<file path="config.mk">
export PLATFORM = sky130hd
export DESIGN_NAME = periodic_task_table_scheduler_top
export DESIGN_NICKNAME = d
export VERILOG_FILES = /design/src/design/ptts_pkg.sv /design/src/design/ptts_ctrl.sv /design/src/design/ptts_datapath.sv /design/src/design/periodic_task_table_scheduler_top.sv
export VERILOG_INCLUDE_DIRS = /design/src /design/src/design
export SDC_FILE = /design/constraint.sdc
export NUM_CORES = 1
export LEC_CHECK = 0
export BUFFER_PORTS_ARGS = -buffer_cell sky130_fd_sc_hd__clkbuf_2
export CAP_MARGIN = 10
export CORE_UTILIZATION = 66
export CTS_CLUSTER_DIAMETER = 30
export DETAILED_ROUTE_END_ITERATION = 10
export GPL_TIMING_DRIVEN = 1
export PLACE_DENSITY = 0.84
export SETUP_SLACK_MARGIN = 0.15
export SYNTH_ARGS = -nofsm -noshare
export SYNTH_HDL_FRONTEND = slang
export SYNTH_SLANG_ARGS = --single-unit
</file>
<file path="constraint.sdc">
create_clock -name clk -period 11.46 [get_ports clk]
set_input_delay 0.573 -clock clk [delete_from_list [all_inputs] [get_ports clk]]
set_output_delay 0.573 -clock clk [all_outputs]
set_load 0.01 [all_outputs]
</file>
<file path="src/design/periodic_task_table_scheduler_top_macros.svh">
// ============================================================================
// Assertion macros for the periodic task table scheduler
// Shared concurrent assertion forms, clocked on clk, disabled in reset.
// ============================================================================
`ifndef PERIODIC_TASK_TABLE_SCHEDULER_TOP_MACROS_SVH
`define PERIODIC_TASK_TABLE_SCHEDULER_TOP_MACROS_SVH

// same-cycle implication
`define PTTS_ASSERT_NOW(label, ante, cons, msg) \
    label: assert property (@(posedge clk) disable iff (!rst_n) (ante) |-> (cons)) \
        else $error(msg);

// next-cycle implication
`define PTTS_ASSERT_NEXT(label, ante, cons, msg) \
    label: assert property (@(posedge clk) disable iff (!rst_n) (ante) |=> (cons)) \
        else $error(msg);

`endif

</file>
<file path="src/design/ptts_pkg.sv">
// ============================================================================
// ptts_pkg
// Types, codes and constants of the periodic task table scheduler.
// ============================================================================
package ptts_pkg;

    localparam int NUM_SLOTS_DEF   = 8;
    localparam int RESULT_CAP      = 8;
    localparam int CNT_W           = $clog2(RESULT_CAP);
    localparam int SLOT_W          = 3;
    localparam int ID_W            = 8;
    localparam int PERIOD_W        = 16;
    localparam int DIV_W           = 8;
    localparam int WORD_W          = ID_W + 2 * PERIOD_W;
    localparam logic [DIV_W-1:0] TICK_DIVIDE_RST = 8'd4;

    // command codes
    localparam logic [2:0] FUNC_ADD      = 3'd0;
    localparam logic [2:0] FUNC_DELETE   = 3'd1;
    localparam logic [2:0] FUNC_QUERY    = 3'd2;
    localparam logic [2:0] FUNC_TICK     = 3'd3;
    localparam logic [2:0] FUNC_DISPATCH = 3'd4;

    // status codes
    localparam logic [1:0] STAT_STOPPED   = 2'd0;
    localparam logic [1:0] STAT_READY     = 2'd1;
    localparam logic [1:0] STAT_RUNNING   = 2'd2;
    localparam logic [1:0] STAT_NOT_FOUND = 2'd3;

    typedef enum logic [1:0] {
        ST_IDLE,
        ST_READ,
        ST_EVAL,
        ST_FLUSH
    } state_t;

    // controller -> datapath
    typedef struct packed {
        logic load;       // latch command, restart scan at slot 0
        logic step;       // advance scan index
        logic apply;      // perform the command's update on the current slot
        logic capture;    // build a result for the current slot into the holding register
        logic emit;       // move the held result into the output register
        logic emit_last;  // marks the emitted result as final
    } cmd_t;

    // datapath -> controller
    typedef struct packed {
        logic scan;        // latched command needs a slot scan
        logic op_tick;
        logic op_dispatch;
        logic hit;         // current slot satisfies the command
        logic last_slot;
        logic cap_hit;     // next capture is the last one allowed
        logic cand_valid;
        logic out_free;
    } dp_flags_t;

endpackage

</file>
<file path="src/design/ptts_ctrl.sv">
// ============================================================================
// ptts_ctrl
// Sequencer: command acceptance, slot scan, result hand-off.
// ============================================================================
module ptts_ctrl
(
    input  logic                clk,
    input  logic                rst_n,
    input  logic                cmd_valid,
    output logic                cmd_stall,
    input  ptts_pkg::dp_flags_t stat,
    output ptts_pkg::cmd_t      ctl
);

    ptts_pkg::state_t state_reg;
    ptts_pkg::state_t state_next;

    always_ff @(posedge clk or negedge rst_n)
    begin
        if (!rst_n)
        begin
            state_reg <= ptts_pkg::ST_IDLE;
        end
        else
        begin
            state_reg <= state_next;
        end
    end

    always_comb
    begin
        state_next = state_reg;
        ctl        = '0;
        cmd_stall  = 1'b1;
        unique case (state_reg)
            ptts_pkg::ST_IDLE:
            begin
                cmd_stall = 1'b0;
                if (cmd_valid)
                begin
                    ctl.load   = 1'b1;
                    state_next = ptts_pkg::ST_READ;
                end
            end
            ptts_pkg::ST_READ:
            begin
                // memory read of the current slot is issued here and registered for ST_EVAL
                state_next = stat.scan ? ptts_pkg::ST_EVAL : ptts_pkg::ST_IDLE;
            end
            ptts_pkg::ST_EVAL:
            begin
                if (stat.op_tick)
                begin
                    ctl.apply = stat.hit;
                    if (stat.last_slot)
                    begin
                        state_next = ptts_pkg::ST_IDLE;
                    end
                    else
                    begin
                        ctl.step   = 1'b1;
                        state_next = ptts_pkg::ST_READ;
                    end
                end
                else if (stat.hit)
                begin
                    // wait until the previous result has somewhere to go
                    if (!stat.cand_valid || stat.out_free)
                    begin
                        ctl.emit    = stat.cand_valid;
                        ctl.apply   = 1'b1;
                        ctl.capture = 1'b1;
                        if (!stat.op_dispatch || stat.cap_hit || stat.last_slot)
                        begin
                            state_next = ptts_pkg::ST_FLUSH;
                        end
                        else
                        begin
                            ctl.step   = 1'b1;
                            state_next = ptts_pkg::ST_READ;
                        end
                    end
                end
                else if (stat.last_slot)
                begin
                    // single commands report a miss; dispatch just drains
                    ctl.capture = !stat.op_dispatch;
                    state_next  = ptts_pkg::ST_FLUSH;
                end
                else
                begin
                    ctl.step   = 1'b1;
                    state_next = ptts_pkg::ST_READ;
                end
            end
            ptts_pkg::ST_FLUSH:
            begin
                if (!stat.cand_valid)
                begin
                    state_next = ptts_pkg::ST_IDLE;
                end
                else if (stat.out_free)
                begin
                    ctl.emit      = 1'b1;
                    ctl.emit_last = 1'b1;
                    state_next    = ptts_pkg::ST_IDLE;
                end
            end
            default:
            begin
                state_next = ptts_pkg::ST_IDLE;
            end
        endcase
    end

endmodule

</file>
<file path="src/design/ptts_datapath.sv">
// ============================================================================
// ptts_datapath
// Slot table memory, ready and valid flags, prescaler, result registers.
// ============================================================================
module ptts_datapath
#(
    parameter int NUM_SLOTS = ptts_pkg::NUM_SLOTS_DEF
)
(
    input  logic                          clk,
    input  logic                          rst_n,
    input  ptts_pkg::cmd_t                ctl,
    output ptts_pkg::dp_flags_t           stat,
    input  logic [2:0]                    func,
    input  logic [ptts_pkg::ID_W-1:0]     task_id,
    input  logic [ptts_pkg::PERIOD_W-1:0] task_period,
    input  logic                          cfg_write_en,
    input  logic [ptts_pkg::DIV_W-1:0]    cfg_write_data,
    output logic                          rsp_valid,
    input  logic                          rsp_stall,
    output logic [ptts_pkg::ID_W-1:0]     result_id,
    output logic [ptts_pkg::SLOT_W-1:0]   slot_index,
    output logic [1:0]                    task_status,
    output logic                          ok,
    output logic                          due,
    output logic                          last
);

    localparam int IDX_W = $clog2(NUM_SLOTS);
    localparam int ID_W  = ptts_pkg::ID_W;
    localparam int PW    = ptts_pkg::PERIOD_W;
    localparam int DW    = ptts_pkg::DIV_W;
    localparam int CW    = ptts_pkg::CNT_W;
    localparam int WW    = ptts_pkg::WORD_W;
    localparam int SW    = ptts_pkg::SLOT_W;

    // word layout: {id, period, delay}
    logic [WW-1:0]        mem [NUM_SLOTS];
    logic [WW-1:0]        rd_word_reg;
    logic                 rd_valid_reg;
    logic [NUM_SLOTS-1:0] valid_reg;
    logic [NUM_SLOTS-1:0] ready_reg;

    logic [IDX_W-1:0]     idx_reg;
    logic [2:0]           op_reg;
    logic [ID_W-1:0]      id_reg;
    logic [PW-1:0]        period_reg;
    logic                 scan_reg;
    logic [CW-1:0]        cnt_reg;
    logic [DW-1:0]        prescale_reg;
    logic [DW-1:0]        divide_reg;

    logic                 cand_valid_reg;
    logic [ID_W-1:0]      cand_id_reg;
    logic [ptts_pkg::SLOT_W-1:0] cand_slot_reg;
    logic [1:0]           cand_status_reg;
    logic                 cand_ok_reg;
    logic                 cand_due_reg;

    logic                 out_valid_reg;
    logic [ID_W-1:0]      out_id_reg;
    logic [ptts_pkg::SLOT_W-1:0] out_slot_reg;
    logic [1:0]           out_status_reg;
    logic                 out_ok_reg;
    logic                 out_due_reg;
    logic                 out_last_reg;

    logic [ID_W-1:0]      cur_id;
    logic [PW-1:0]        cur_period;
    logic [PW-1:0]        cur_delay;
    logic                 cur_ready;
    logic                 hit;
    logic                 out_free;
    logic [DW:0]          pre_next;
    logic                 pre_wrap;
    logic                 mem_we;
    logic [WW-1:0]        mem_wdata;
    logic [1:0]           cap_status;

    // never-written slots read as zero
    assign cur_id     = rd_valid_reg ? rd_word_reg[WW-1 -: ID_W] : '0;
    assign cur_period = rd_valid_reg ? rd_word_reg[2*PW-1 -: PW] : '0;
    assign cur_delay  = rd_valid_reg ? rd_word_reg[PW-1:0] : '0;
    assign cur_ready  = ready_reg[idx_reg];

    always_comb
    begin
        hit       = 1'b0;
        mem_we    = 1'b0;
        mem_wdata = {cur_id, cur_period, cur_delay};
        unique case (op_reg)
            ptts_pkg::FUNC_ADD:
            begin
                hit       = !cur_ready;
                mem_we    = ctl.apply;
                mem_wdata = {id_reg, period_reg, period_reg};
            end
            ptts_pkg::FUNC_DELETE, ptts_pkg::FUNC_QUERY:
            begin
                hit = (cur_id == id_reg);
            end
            ptts_pkg::FUNC_TICK:
            begin
                hit       = cur_ready && (cur_delay != '0);
                mem_we    = ctl.apply;
                mem_wdata = {cur_id, cur_period, cur_delay - PW'(1)};
            end
            ptts_pkg::FUNC_DISPATCH:
            begin
                hit       = cur_ready && (cur_delay == '0);
                mem_we    = ctl.apply;
                mem_wdata = {cur_id, cur_period, cur_period};
            end
            default:
            begin
                hit = 1'b0;
            end
        endcase
    end

    always_comb
    begin
        if (op_reg == ptts_pkg::FUNC_QUERY)
        begin
            cap_status = hit ? (cur_ready ? ptts_pkg::STAT_READY : ptts_pkg::STAT_STOPPED)
                             : ptts_pkg::STAT_NOT_FOUND;
        end
        else
        begin
            cap_status = ptts_pkg::STAT_STOPPED;
        end
    end

    assign pre_next = {1'b0, prescale_reg} + (DW+1)'(1);
    assign pre_wrap = (pre_next >= {1'b0, divide_reg});
    assign out_free = !out_valid_reg || !rsp_stall;

    // slot table memory
    always_ff @(posedge clk)
    begin
        if (mem_we)
        begin
            mem[idx_reg] <= mem_wdata;
        end
    end

    always_ff @(posedge clk)
    begin
        rd_word_reg <= mem[idx_reg];
    end

    always_ff @(posedge clk or negedge rst_n)
    begin
        if (!rst_n)
        begin
            rd_valid_reg <= 1'b0;
            valid_reg    <= '0;
            ready_reg    <= '0;
        end
        else
        begin
            rd_valid_reg <= valid_reg[idx_reg];
            if (ctl.apply && (op_reg == ptts_pkg::FUNC_ADD))
            begin
                valid_reg[idx_reg] <= 1'b1;
                ready_reg[idx_reg] <= 1'b1;
            end
            else if (ctl.apply && (op_reg == ptts_pkg::FUNC_DELETE))
            begin
                ready_reg[idx_reg] <= 1'b0;
            end
        end
    end

    // command latch, scan index, prescaler, divider
    always_ff @(posedge clk or negedge rst_n)
    begin
        if (!rst_n)
        begin
            idx_reg      <= '0;
            op_reg       <= ptts_pkg::FUNC_ADD;
            scan_reg     <= 1'b0;
            cnt_reg      <= '0;
            prescale_reg <= '0;
            divide_reg   <= ptts_pkg::TICK_DIVIDE_RST;
        end
        else
        begin
            if (cfg_write_en)
            begin
                divide_reg <= cfg_write_data;
            end
            if (ctl.load)
            begin
                idx_reg  <= '0;
                op_reg   <= func;
                cnt_reg  <= '0;
                scan_reg <= (func == ptts_pkg::FUNC_ADD) || (func == ptts_pkg::FUNC_DELETE)
                         || (func == ptts_pkg::FUNC_QUERY)
                         || (func == ptts_pkg::FUNC_DISPATCH)
                         || ((func == ptts_pkg::FUNC_TICK) && pre_wrap);
                if (func == ptts_pkg::FUNC_TICK)
                begin
                    prescale_reg <= pre_wrap ? '0 : pre_next[DW-1:0];
                end
            end
            else
            begin
                if (ctl.step)
                begin
                    idx_reg <= idx_reg + IDX_W'(1);
                end
                if (ctl.capture)
                begin
                    cnt_reg <= cnt_reg + CW'(1);
                end
            end
        end
    end

    always_ff @(posedge clk)
    begin
        if (ctl.load)
        begin
            id_reg     <= task_id;
            period_reg <= task_period;
        end
    end

    // holding register for the pending result
    always_ff @(posedge clk or negedge rst_n)
    begin
        if (!rst_n)
        begin
            cand_valid_reg <= 1'b0;
        end
        else if (ctl.capture)
        begin
            cand_valid_reg <= 1'b1;
        end
        else if (ctl.emit)
        begin
            cand_valid_reg <= 1'b0;
        end
    end

    always_ff @(posedge clk)
    begin
        if (ctl.capture)
        begin
            cand_id_reg     <= (op_reg == ptts_pkg::FUNC_DISPATCH) ? cur_id : id_reg;
            cand_slot_reg   <= hit ? SW'(idx_reg) : '0;
            cand_status_reg <= cap_status;
            cand_ok_reg     <= hit;
            cand_due_reg    <= (op_reg == ptts_pkg::FUNC_DISPATCH);
        end
    end

    // output register
    always_ff @(posedge clk or negedge rst_n)
    begin
        if (!rst_n)
        begin
            out_valid_reg <= 1'b0;
        end
        else if (ctl.emit)
        begin
            out_valid_reg <= 1'b1;
        end
        else if (!rsp_stall)
        begin
            out_valid_reg <= 1'b0;
        end
    end

    always_ff @(posedge clk)
    begin
        if (ctl.emit)
        begin
            out_id_reg     <= cand_id_reg;
            out_slot_reg   <= cand_slot_reg;
            out_status_reg <= cand_status_reg;
            out_ok_reg     <= cand_ok_reg;
            out_due_reg    <= cand_due_reg;
            out_last_reg   <= ctl.emit_last;
        end
    end

    assign rsp_valid   = out_valid_reg;
    assign result_id   = out_id_reg;
    assign slot_index  = out_slot_reg;
    assign task_status = out_status_reg;
    assign ok          = out_ok_reg;
    assign due         = out_due_reg;
    assign last        = out_last_reg;

    assign stat.scan        = scan_reg;
    assign stat.op_tick     = (op_reg == ptts_pkg::FUNC_TICK);
    assign stat.op_dispatch = (op_reg == ptts_pkg::FUNC_DISPATCH);
    assign stat.hit         = hit;
    assign stat.last_slot   = (idx_reg == IDX_W'(NUM_SLOTS - 1));
    assign stat.cap_hit     = (cnt_reg == CW'(ptts_pkg::RESULT_CAP - 1));
    assign stat.cand_valid  = cand_valid_reg;
    assign stat.out_free    = out_free;

endmodule

</file>
<file path="src/design/periodic_task_table_scheduler_top.sv">
// ============================================================================
// periodic_task_table_scheduler_top
// Table of periodic task slots: add, delete, query, tick, dispatch.
// ============================================================================
//
//  Channel  Handshake                  Payload
//  -------  -------------------------  -----------------------------------
//  cmd      cmd_valid / cmd_stall      func, task_id, task_period
//  rsp      rsp_valid / rsp_stall      result_id, slot_index, task_status,
//                                      ok, due, last
//  cfg      cfg_write_en               cfg_write_data (tick_divide)
//
//  Scan: each slot gets a memory read, then an evaluate/update step; a
//  tick that does not wrap the prescaler skips the scan.
//  Reset: flags, prescaler and tick_divide (to 4) clear at once; unwritten
//  slots read as zero through per-slot valid bits, no clearing pass.
//  Stalls: one result waits in the output register and one in a holding
//  register; the scan pauses while both are full and rsp_stall is high.
//
// ----------------------------------------------------------------------------
`include "periodic_task_table_scheduler_top_macros.svh"

module periodic_task_table_scheduler_top
#(
    parameter int NUM_SLOTS = ptts_pkg::NUM_SLOTS_DEF
)
(
    input  logic                          clk,
    input  logic                          rst_n,
    // command channel
    input  logic                          cmd_valid,
    output logic                          cmd_stall,
    input  logic [2:0]                    func,
    input  logic [ptts_pkg::ID_W-1:0]     task_id,
    input  logic [ptts_pkg::PERIOD_W-1:0] task_period,
    // configuration
    input  logic                          cfg_write_en,
    input  logic [ptts_pkg::DIV_W-1:0]    cfg_write_data,
    // result channel
    output logic                          rsp_valid,
    input  logic                          rsp_stall,
    output logic [ptts_pkg::ID_W-1:0]     result_id,
    output logic [ptts_pkg::SLOT_W-1:0]   slot_index,
    output logic [1:0]                    task_status,
    output logic                          ok,
    output logic                          due,
    output logic                          last
);

    ptts_pkg::cmd_t      ctl;
    ptts_pkg::dp_flags_t stat;

    // sequencer: decides per slot whether to update, capture or wait
    ptts_ctrl u_ctrl
    (
        .clk       (clk),
        .rst_n     (rst_n),
        .cmd_valid (cmd_valid),
        .cmd_stall (cmd_stall),
        .stat      (stat),
        .ctl       (ctl)
    );

    // slot table, prescaler and result registers
    ptts_datapath
    #(
        .NUM_SLOTS (NUM_SLOTS)
    )
    u_datapath
    (
        .clk            (clk),
        .rst_n          (rst_n),
        .ctl            (ctl),
        .stat           (stat),
        .func           (func),
        .task_id        (task_id),
        .task_period    (task_period),
        .cfg_write_en   (cfg_write_en),
        .cfg_write_data (cfg_write_data),
        .rsp_valid      (rsp_valid),
        .rsp_stall      (rsp_stall),
        .result_id      (result_id),
        .slot_index     (slot_index),
        .task_status    (task_status),
        .ok             (ok),
        .due            (due),
        .last           (last)
    );

    // a held result is never overwritten
    `PTTS_ASSERT_NOW(a_emit_no_overwrite, ctl.emit, !rsp_valid || !rsp_stall, "held result lost")

    // a new command is only taken once the holding register is empty
    `PTTS_ASSERT_NOW(a_idle_empty, !cmd_stall, !stat.cand_valid, "result pending at accept")

    // an emitted result shows up on the next cycle
    `PTTS_ASSERT_NEXT(a_emit_shows, ctl.emit, rsp_valid, "emitted result not presented")

endmodule

</file>
==> run_results.csv <==
group,metric,value,unit
yosys,synth_cells,1225,
placement,dp_hpwl,22.0,mm
timing,tns,0,ns
die,start_util,67.9,%
timing,clock-skew-final,0.0289,ns
die,die_area,27800,um^2
global_route,first_global_vias,12200,
worst_setup_path,cp_slowest_cell,"or3_1",
die,pin_count,58,
worst_setup_path,cp_data_arrival_time,4.84,ns
global_route,grt_use_total,33.6,%
placement,portBuffers,57,
yosys,yosysWarnings,0,
die,die_height,167,um
timing,worst_pin_slew,1.28,ns
final_layout,utilization,80.4,%
timing,hold_violations,0,
drt,drt_iter0_markers,1950,
worst_setup_path,ff2ff_path_depth,11,
final_layout,largest_reg_flops,320,
yosys,ys_ff_latch,462,
final_layout,diodes,0,
die,rows,59,
placement,gp_congestion,0.895,
worst_setup_path,startpoint_type,"flop",
drt,viasPerCell,7.08,
drt,drt_first_pass_iters,7,
clocking,clock_sinks,462,
global_route,gr-total-overflow,0,
die,core_area,26400,um^2
timing,timing.fmax,0.216,GHz
drt,vias,12000,
yosys,synth_top_area_cell,"edfxtp_1",
yosys,netlist.area_leader.share,62.9,%
clocking,hold_buffers,0,
timing,slew_violations,0,
die,die_w,167,um
clocking,clk_latency,0.57,ns
drt,wl_per_cell,26.8,um
worst_setup_path,cpMostUsedCell,"buf_4",
clocking,clock-root-buffer,"clkbuf_16",
worst_setup_path,max_stage_delay,0.65,ns
yosys,yosysMostFrequentCell,"edfxtp_1",
yosys,ys_seq_area_share,74.0,%
worst_setup_path,end_kind,"flop",
yosys,synthTopCellsByCount,"edfxtp_1, a22oi_1, nand2_1",
timing,finalSetupViolCount,0,
final_layout,syn_to_final_growth,18.5,%
timing,min_period,4.63,ns
worst_setup_path,crit_chain,"buf_4 -> nand2_1 -> ha_1 -> nor4b_1 -> nand4b_4 -> a211o_1 -> o31ai_2 -> nor2_2 -> or3_1 -> nor2_4 -> buf_4",
clocking,clk_pin_slew,0.05,ns
timing,relSlewSlack,14.9,%
yosys,synth_cell_types,67,
final_layout,drive_gt1_share,17.5,%
power_and_ir_drop,peakVddDrop,0.201,mV
global_route,grt_start_max_net_pins,77,
global_route,grt_antenna_before_repair,0,
clocking,cts_tree,"done",
global_route,grt_pass1_wl,70.0,mm
yosys,ys.flop_type,"edfxtp_1",
drt,ant_nets,0,
hold_path,hp-class,"in2async",
status,status,"complete, no violations",
drt,drc,0,
timing,period_share,40.4,%
power_and_ir_drop,p_per_area,275,nW/um^2
yosys,synth_edf_count,375,
power_and_ir_drop,power.leakage,7.54,nW
timing,rsz0062_at_grt,"no",
final_layout,instances_no_fill,1698,
flow_run,maxCapViolations,0,
clocking,cts.repair.resized,0,
yosys,synth_nets,1280,
worst_setup_path,worstPathMaxFanout,76,
yosys,syn_area_per_cell,14.6,um^2
yosys,synthesis.area,17900,um^2
worst_setup_path,rrSetupSlack,6.83,ns
worst_setup_path,path_class,"reg2reg",
power_and_ir_drop,finalPower,5.83,mW
placement,dpl.cell_count,1558,
clocking,htreeDepth,3,
final_layout,nNetsFinal,1357,
clocking,cts_buffers,77,
yosys,synthArstFlopShare,10.2,%
worst_setup_path,required,11.66,ns
yosys,synth_area_leaders,"edfxtp_1, a22oi_1, dfrtp_1",
drt,drt_wl_total,45.5,mm
clocking,post-cts-setup-buffers,0,
clocking,clockBufferDepth,3,
-- report_power, final --
| group | switching [mW] | internal, mW | total [mW] |
|---|---|---|---|
| Clock | 0.821 | 1.53 | 2.35 |
| Sequential | 0.168 | 2.19 | 2.36 |
| Combinational | 0.815 | 0.306 | 1.12 |
| Total | 1.80 | 4.03 | 5.83 |
-- metal layers --
metal	GRT usage (%)	wire (um)
met1	42.5	16000
met2	54.3	22000
met3	7.30	5190
met4	19.0	2340
met5	0.696	0
-- placed cells by master, fill, tap and decap left out, drive strengths merged, types with 3 or more instances in the layout --
cell type / Yosys / layout
a32oi: 6 / 6
or2: 3 / 3
a21oi: 20 / 20
nand2: 116 / 116
edfxtp: 375 / 375
nand4b: 4 / 4
a211oi: 4 / 4
buf: 8 / 19
o41ai: 6 / 6
dfrtp: 46 / 46
nor3: 9 / 9
dfxtp: 40 / 40
inv: 29 / 42
or3: 6 / 6
o22ai: 7 / 7
xor2: 7 / 7
nor4: 8 / 8
ha: 15 / 15
and2: 4 / 4
a22o: 10 / 10
nand3: 24 / 24
nor2: 31 / 31
a21o: 10 / 10
mux2i: 15 / 15
clkinv: 0 / 20
a31oi: 10 / 10
o21ai: 55 / 55
bufinv: 0 / 9
nand4: 42 / 42
nand2b: 10 / 10
o21a: 5 / 5
a22oi: 165 / 165
nor2b: 12 / 12
o31ai: 11 / 11
and3: 4 / 4
or4: 4 / 4
clkbuf: 70 / 149
clkinvlp: 0 / 6
-- cell type report --
| cell class | count | area [um^2] |
|---|---|---|
| Timing Repair Buffer | 76 | 428 |
| Clock inverter | 48 | 562 |
| Tap cell | 335 | 419 |
| Sequential cell | 462 | 13200 |
| Inverter | 29 | 109 |
| Fill cell | 1244 | 5150 |
| Multi-Input combinational cell | 656 | 4340 |
| Clock buffer | 92 | 2110 |
-- through the flow --
step / hold WS [ns] / worst slack, ns / cell area [um^2]
floorplan: 0.277 / 6.31 / 17900
global placement: 0.403 / 7.25 / 18500
detailed placement: 0.405 / 7.10 / 18500
CTS: 0.126 / 6.89 / 21200
global route: 0.167 / 6.65 / 21200
finish: 0.120 / 6.83 / 21200
-- worst max-delay path: cells and delay by family (launching register included) --
family / cells / cell delay (ns)
flip-flops: 1 / 0.39
adder cells (fa/ha/maj): 1 / 0.22
AND/OR/NAND/NOR: 6 / 2.34
buffers and inverters: 2 / 0.84
AO/OA/AOI/OAI: 2 / 0.40
-- kinds of logic after synthesis --
group,count (synthesis),share of synthesized area [%]
flip-flops,462,74.0
XOR/XNOR,9,0.441
buffers and inverters,107,2.36
AND/OR/NAND/NOR,284,8.00
adder cells (fa/ha/maj),15,1.05
AO/OA/AOI/OAI,330,13.1
multiplexers,18,1.09
-- final timing paths --
check / from / to
max reg2reg: u_datapath.rd_valid_reg / u_datapath.mem[5][11]
max in group asynchronous: rst_n / u_datapath.rd_valid_reg
min reg2reg: u_datapath.cand_id_reg[3] / u_datapath.result_id[3]
max: u_datapath.rd_valid_reg / u_datapath.mem[5][11]
min: rst_n / u_datapath.divide_reg[3]
min in group clk: task_period[13] / u_datapath.period_reg[13]
No activity file was read; power rests on OpenSTA's default activity.
